### src/sv/oar_pkg.sv
`timescale 1ns / 1ps
// Shared types and constants for the orientation align/rotate block.
// No dependencies; imported by oar_rotator and orientation_align_rotate.
package oar_pkg;

    localparam int MAX_ORIENTATIONS = 8;
    localparam int LANES            = 8;
    localparam int VAL_W            = 16;
    localparam int IDX_W            = 3;
    localparam int CNT_W            = 4;
    localparam int DATA_W           = 136;
    localparam int PAD_W            = DATA_W - IDX_W - LANES * VAL_W;
    localparam int LIM_CNT          = (MAX_ORIENTATIONS < LANES) ? MAX_ORIENTATIONS : LANES;

    typedef logic signed [VAL_W-1:0] t_val;
    typedef t_val [LANES-1:0]        t_vals;

    typedef enum logic {
        REQ_ALIGN   = 1'b0,
        REQ_UNALIGN = 1'b1
    } t_req_type;

    // argmax candidate
    typedef struct packed {
        logic [IDX_W-1:0] idx;
        t_val             val;
        logic             ok;
    } t_cand;

endpackage

### src/sv/oar_rotator.sv
`timescale 1ns / 1ps
// Circular lane rotator: moves values by a direction modulo the active count i_cnt; lanes past it read zero.
// Depends on oar_pkg.
module oar_rotator
    import oar_pkg::*;
(
    input  t_vals            i_vals,
    input  logic [IDX_W-1:0] i_dir,
    input  logic [CNT_W-1:0] i_cnt,
    input  t_req_type        i_mode,
    output t_vals            o_vals
);

    function automatic logic [IDX_W-1:0] rot_src(
        input logic [CNT_W-1:0] k,
        input logic [IDX_W-1:0] d,
        input logic [CNT_W-1:0] cnt,
        input t_req_type        mode
    );
        logic [CNT_W-1:0] s;
        if (mode == REQ_UNALIGN) begin
            s = k + cnt - {1'b0, d};
        end else begin
            s = k + {1'b0, d};
        end
        if (s >= cnt) begin
            s = s - cnt;
        end
        return s[IDX_W-1:0];
    endfunction

    always_comb begin
        for (int k = 0; k < LANES; k++) begin
            if (CNT_W'(k) < i_cnt) begin
                o_vals[k] = i_vals[rot_src(CNT_W'(k), i_dir, i_cnt, i_mode)];
            end else begin
                o_vals[k] = '0;
            end
        end
    end

endmodule

### src/sv/orientation_align_rotate.sv
`timescale 1ns / 1ps
// Top level: four-stage pipeline for orientation align / unalign.
// Depends on oar_pkg and oar_rotator.
//
//  channel   dir  signals                               beat content
//  --------  ---  ------------------------------------  ---------------------------------
//  s_axis    in   s_axis_tvalid/tready/tdata/tuser      one feature's orientation values
//  m_axis    out  m_axis_tvalid/tready/tdata            direction and rotated values
//  cfg       in   i_cfg_we/i_cfg_wdata                  num_orientations
//
// One beat per cycle sustained while m_axis_tready stays high. Stage 1 does the first
// compare level and the direction reduction, stage 2 and 3 the remaining
// compare levels, stage 4 the rotation mux into the output register.
// Synchronous active-low reset clears valids and sets num_orientations to 8.
// A stage advances when the stage after it is empty or advancing; a stall
// holds each full stage with no empty stage after it, while empty stages still fill.
module orientation_align_rotate
    import oar_pkg::*;
(
    input  logic              i_clk,
    input  logic              i_rst_n,
    input  logic              i_cfg_we,
    input  logic [CNT_W-1:0]  i_cfg_wdata,
    input  logic              s_axis_tvalid,
    output logic              s_axis_tready,
    // [2:0] direction_in, [18:3] v0 ... [130:115] v7, [135:131] zero
    input  logic [DATA_W-1:0] s_axis_tdata,
    // [0] req_type
    input  logic              s_axis_tuser,
    output logic              m_axis_tvalid,
    input  logic              m_axis_tready,
    // [2:0] direction_out, [18:3] r0 ... [130:115] r7, [135:131] zero
    output logic [DATA_W-1:0] m_axis_tdata
);

    function automatic logic [CNT_W-1:0] eff_count(input logic [CNT_W-1:0] c);
        logic [CNT_W-1:0] r;
        r = c;
        if (r == '0) begin
            r = CNT_W'(1);
        end
        if (r > CNT_W'(LIM_CNT)) begin
            r = CNT_W'(LIM_CNT);
        end
        return r;
    endfunction

    // d < 8 and cnt in 1..8: counts of 3 and up need at most two subtractions
    function automatic logic [IDX_W-1:0] mod_dir(
        input logic [IDX_W-1:0] d,
        input logic [CNT_W-1:0] cnt
    );
        logic [CNT_W-1:0] r;
        r = {1'b0, d};
        if (cnt == CNT_W'(1)) begin
            r = '0;
        end else if (cnt == CNT_W'(2)) begin
            r = CNT_W'(d[0]);
        end else begin
            if (r >= cnt) begin
                r = r - cnt;
            end
            if (r >= cnt) begin
                r = r - cnt;
            end
        end
        return r[IDX_W-1:0];
    endfunction

    // lower index stays in a, so ties keep the first maximum
    function automatic t_cand pick(input t_cand a, input t_cand b);
        if (b.ok && (!a.ok || ($signed(b.val) > $signed(a.val)))) begin
            return b;
        end
        return a;
    endfunction

    logic [CNT_W-1:0] r_num_orient;

    logic             r_s1_vld, r_s2_vld, r_s3_vld, r_out_vld;
    logic             en1, en2, en3, en4;

    t_req_type        r_s1_mode, r_s2_mode, r_s3_mode;
    logic [IDX_W-1:0] r_s1_dir, r_s2_dir, r_s3_dir, r_out_dir;
    logic [CNT_W-1:0] r_s1_cnt, r_s2_cnt, r_s3_cnt;
    t_vals            r_s1_v, r_s2_v, r_s3_v, r_out_r;
    t_cand [3:0]      r_s1_c;
    t_cand [1:0]      r_s2_c;

    t_vals            n_in_v;
    logic [CNT_W-1:0] n_cnt;
    t_cand [LANES-1:0] n_lane_c;
    t_cand [3:0]      n_s1_c;
    t_cand [1:0]      n_s2_c;
    t_cand            n_s3_c;
    t_vals            n_out_r;

    assign en4 = !r_out_vld || m_axis_tready;
    assign en3 = !r_s3_vld || en4;
    assign en2 = !r_s2_vld || en3;
    assign en1 = !r_s1_vld || en2;
    assign s_axis_tready = en1;

    assign n_cnt = eff_count(r_num_orient);

    always_comb begin
        for (int k = 0; k < LANES; k++) begin
            n_in_v[k]       = s_axis_tdata[IDX_W + k*VAL_W +: VAL_W];
            n_lane_c[k].idx = IDX_W'(k);
            n_lane_c[k].val = n_in_v[k];
            n_lane_c[k].ok  = CNT_W'(k) < n_cnt;
        end
        for (int j = 0; j < 4; j++) begin
            n_s1_c[j] = pick(n_lane_c[2*j], n_lane_c[2*j+1]);
        end
        for (int j = 0; j < 2; j++) begin
            n_s2_c[j] = pick(r_s1_c[2*j], r_s1_c[2*j+1]);
        end
        n_s3_c = pick(r_s2_c[0], r_s2_c[1]);
    end

    always_ff @(posedge i_clk) begin
        if (!i_rst_n) begin
            r_num_orient <= CNT_W'(8);
            r_s1_vld     <= 1'b0;
            r_s2_vld     <= 1'b0;
            r_s3_vld     <= 1'b0;
            r_out_vld    <= 1'b0;
        end else begin
            if (i_cfg_we) begin
                r_num_orient <= i_cfg_wdata;
            end
            if (en1) r_s1_vld  <= s_axis_tvalid;
            if (en2) r_s2_vld  <= r_s1_vld;
            if (en3) r_s3_vld  <= r_s2_vld;
            if (en4) r_out_vld <= r_s3_vld;
        end
    end

    always_ff @(posedge i_clk) begin
        if (en1) begin
            r_s1_mode <= t_req_type'(s_axis_tuser);
            r_s1_dir  <= mod_dir(s_axis_tdata[IDX_W-1:0], n_cnt);
            r_s1_cnt  <= n_cnt;
            r_s1_v    <= n_in_v;
            r_s1_c    <= n_s1_c;
        end
        if (en2) begin
            r_s2_mode <= r_s1_mode;
            r_s2_dir  <= r_s1_dir;
            r_s2_cnt  <= r_s1_cnt;
            r_s2_v    <= r_s1_v;
            r_s2_c    <= n_s2_c;
        end
        if (en3) begin
            r_s3_mode <= r_s2_mode;
            r_s3_dir  <= (r_s2_mode == REQ_ALIGN) ? n_s3_c.idx : r_s2_dir;
            r_s3_cnt  <= r_s2_cnt;
            r_s3_v    <= r_s2_v;
        end
        if (en4) begin
            r_out_dir <= r_s3_dir;
            r_out_r   <= n_out_r;
        end
    end

    oar_rotator u_rot (
        .i_vals (r_s3_v),
        .i_dir  (r_s3_dir),
        .i_cnt  (r_s3_cnt),
        .i_mode (r_s3_mode),
        .o_vals (n_out_r)
    );

    assign m_axis_tvalid = r_out_vld;

    always_comb begin
        m_axis_tdata = '0;
        m_axis_tdata[IDX_W-1:0] = r_out_dir;
        for (int k = 0; k < LANES; k++) begin
            m_axis_tdata[IDX_W + k*VAL_W +: VAL_W] = r_out_r[k];
        end
    end

endmodule

### config.mk
export PLATFORM = sky130hd
export DESIGN_NAME = orientation_align_rotate
export DESIGN_NICKNAME = d
export VERILOG_FILES = /design/src/sv/oar_pkg.sv /design/src/sv/oar_rotator.sv /design/src/sv/orientation_align_rotate.sv
export SDC_FILE = /design/constraint.sdc
export NUM_CORES = 1
export LEC_CHECK = 0
export BUFFER_PORTS_ARGS = -buffer_cell sky130_fd_sc_hd__buf_2
export CORE_MARGIN = 2
export CORE_UTILIZATION = 35
export CTS_CLUSTER_SIZE = 30
export DETAILED_ROUTE_END_ITERATION = 8
export PLACE_DENSITY = 0.56
export SYNTH_ARGS = -nofsm -noshare
export SYNTH_HDL_FRONTEND = slang
export SYNTH_SLANG_ARGS = --single-unit
### constraint.sdc
create_clock -name i_clk -period 8.75 [get_ports i_clk]
set_clock_uncertainty 0.15 [all_clocks]
set_input_delay 0.875 -clock i_clk [delete_from_list [all_inputs] [get_ports i_clk]]
set_output_delay 0.875 -clock i_clk [all_outputs]
set_load 0.02 [all_outputs]
==> results.json <==
{
  "hpwl_mm": 82.8,
  "ys_warn_count": 0,
  "h-tree-depth": 3,
  "die_area_sq_um": 102000,
  "overflow": 0,
  "final_cell_mix": "edfxtp_1, buf_2, mux2i_1",
  "clkSlewWorstSetupHoldPaths_ns": 0.07,
  "die_x_um": 320,
  "final_common_cell": "edfxtp_1",
  "finalHoldViolCount": 0,
  "rsz0062_at_grt": "no",
  "leakagePower_nw": 15.9,
  "synth-edff-count": 649,
  "core_area_sq_um": 98700,
  "start_util": 0.354,
  "slew_headroom": 0.204,
  "holdWs_ns": 0.264,
  "clock.fmax_mhz": 178,
  "ant_nets": 0,
  "root_buffer": "clkbuf_16",
  "holdPathStages": 0,
  "synth-seq-area-share": 0.562,
  "regToRegEndpoint": "m_axis_tdata[46]",
  "grt_pass1_vias": 23200,
  "maxCapViolations": 0,
  "pwr-share-clk": 0.188,
  "postCtsResizedCells": 0,
  "peakVddDrop_mv": 0.390,
  "syn_area_sq_um": 35000,
  "num_vias": 23900,
  "synth.largest_area_cell": "edfxtp_1",
  "total_power_mw": 15.0,
  "tritoncts": "built",
  "switching_share": 0.413,
  "die_height_um": 320,
  "track_usage": 0.216,
  "r2r_setup_slack_ns": 3.14,
  "r2r_start": "r_s3_dir[1]",
  "cp-end-kind": "register",
  "hp-start": "r_s2_v[79]",
  "cellInternalPower_mw": 8.80,
  "first_pass_iters": 6,
  "drt-vias-per-instance": 5.83,
  "max_slew.worst_pin.slew_ns": 1.19,
  "hp-class": "register to register",
  "gp_congestion": 0.902,
  "clk_latency_ns": 0.63,
  "drcViolationCount": 0,
  "fin_crit_sh": 0.642,
  "seqPwrFrac": 0.305,
  "post-route-min-period_ns": 5.61,
  "wl_per_cell_um": 27.6,
  "ys_ff_latch": 657,
  "post_dp_cell_area_sq_um": 37100,
  "netlist_instances": 2629,
  "syn_avg_cell_area_sq_um": 13.3,
  "layout-drive-gt1-share": 0.224,
  "critPathRequiredTime_ns": 8.87,
  "arrival_ns": 5.73,
  "post_cts_buffers": 0,
  "grt_start_max_net_pins": 80,
  "min_to": "r_s3_v[79]",
  "p_per_area_nw_per_um2": 381,
  "antenna_found_initial": 21,
  "slew_violations": 0,
  "ys_top_cells_by_area": "edfxtp_1, mux2i_1, ha_1, mux2_2, a221oi_1",
  "path_class": "register to register",
  "num-nets-final": 3072,
  "p_comb_frac": 0.507,
  "setup_viol": 0,
  "fin_area_sq_um": 39300,
  "routed_wl_mm": 113,
  "async_reset_ff_frac": 0,
  "numCtsBuffers": 68,
  "status": "finished clean",
  "grt_pass1_wl_mm": 163,
  "area_growth_pct": 12.4,
  "cts_sinks": 657,
  "pin_count": 284,
  "hold_buffers": 0,
  "ys_types": 83,
  "post-route-util": 0.398,
  "clock_path_buffers": 3,
  "synth_top_area_frac": 0.557,
  "synth_flop_cell": "edfxtp_1",
  "setup_tns_ns": 0,
  "reg2reg_depth": 14,
  "p_switching_mw": 6.19,
  "drt-initial-drc-count": 2950,
  "critPathLaunchType": "register",
  "worstPathMaxFanout": 48,
  "rows": 115,
  "io_buffers": 273
}
==> layout make-up <==
cell class,count,area (sq um)
Clock inverter,46,399
Timing Repair Buffer,308,1630
Fill cell,9135,59400
Antenna cell,13,32.5
Multi-Input combinational cell,1547,13600
Inverter,169,642
Tap cell,1287,1610
Clock buffer,77,1740
Sequential cell,657,19600
==> worst max-delay path, stage by stage, from the launching register on <==
cell and delay (ns):
edfxtp_1 0.52, inv_1 0.35, ha_1 0.35, inv_1 0.15, ha_1 0.24, fa_1 0.43, mux2_2 0.31, ha_1 0.32
o21ai_0 0.10, o21bai_1 0.36, mux2i_4 0.30, buf_4 0.71, mux4_2 0.60, nand2_1 0.08, o221ai_1 0.18
==> cells in the mapped netlist (31+ instances only) <==
cell        n
edfxtp_1  649
mux2i_1   230
clkbuf_1  179
inv_1     166
ha_1      159
nand2_1   131
a221oi_1  113
a22o_1    113
mux2_2    106
o22ai_1    67
a21oi_1    59
o21ai_0    57
mux2_4     36
a22oi_1    34
a21o_1     32
buf_2      32
nor2_1     31
==> power by group through the flow <==
stage               Clock (mW)  Sequential [mW]  Combinational [mW]
floorplan                    0             4.82                4.96
global placement             0             4.63                7.34
detailed placement           0             4.64                7.46
CTS                       2.90             4.58                7.48
global route              3.01             4.62                8.03
finish                    2.82             4.57                7.59
==> stage by stage <==
stage | worst slack, ns | std cells
finish | 3.14 | 4104
global route | 2.83 | 4097
CTS | 3.14 | 4091
detailed placement | 3.18 | 3968
global placement | 3.31 | 3968
floorplan | 2.08 | 2633
==> per-layer routing <==
metal  part of all wire  global-route usage  vias to the layer above  wire length, um
met1               0.43               0.293                    12000            48200
met3              0.075              0.0354                      223             8510
li1                   -                   -                    10500                -
met5           0.000097                   0                        -               11
met4              0.034              0.0746                        2             3830
met2               0.47               0.349                     1235            52600
==> flip-flops by register name (all words and copies together), names as in the netlist <==
register and count:
r_s3_v 128, r_s1_cnt 4, r_s1_v 128, r_s3_dir 3, r_s3_vld 1, r_s2_vld 1
r_s1_mode 1, r_s1_vld 1, r_num_orient 4, r_s2_dir 3, r_s1_dir 3, m_axis_tvalid 1
r_s2_c 38, r_s3_cnt 4, r_s2_mode 1, r_s2_cnt 4, r_s1_c 72, r_s2_v 128
m_axis_tdata 128, r_s3_mode 1, r_out_dir 3
==> worst max path at each step <==
stage                              from               end
final                       r_s3_dir[1]  m_axis_tdata[46]
after CTS                   r_s3_dir[1]  m_axis_tdata[46]
after detailed placement    r_s3_dir[1]  m_axis_tdata[46]
after global placement      r_s3_dir[1]  m_axis_tdata[45]
after global routing        r_s3_dir[1]  m_axis_tdata[45]
after floorplan           m_axis_tready         r_s1_c[0]
==> kinds of logic after synthesis <==
kind of cell	count (synthesis)	share of synthesized area
adders and majority gates	175	0.0660
other	2	0.000215
and+or+nand+nor	295	0.0413
buffers and inverters	429	0.0523
muxes	389	0.126
DFF	657	0.562
AOI/OAI and AO/OA	660	0.147
xor gates and xnor gates	22	0.00551
No activity file was read; power rests on OpenSTA's default activity.
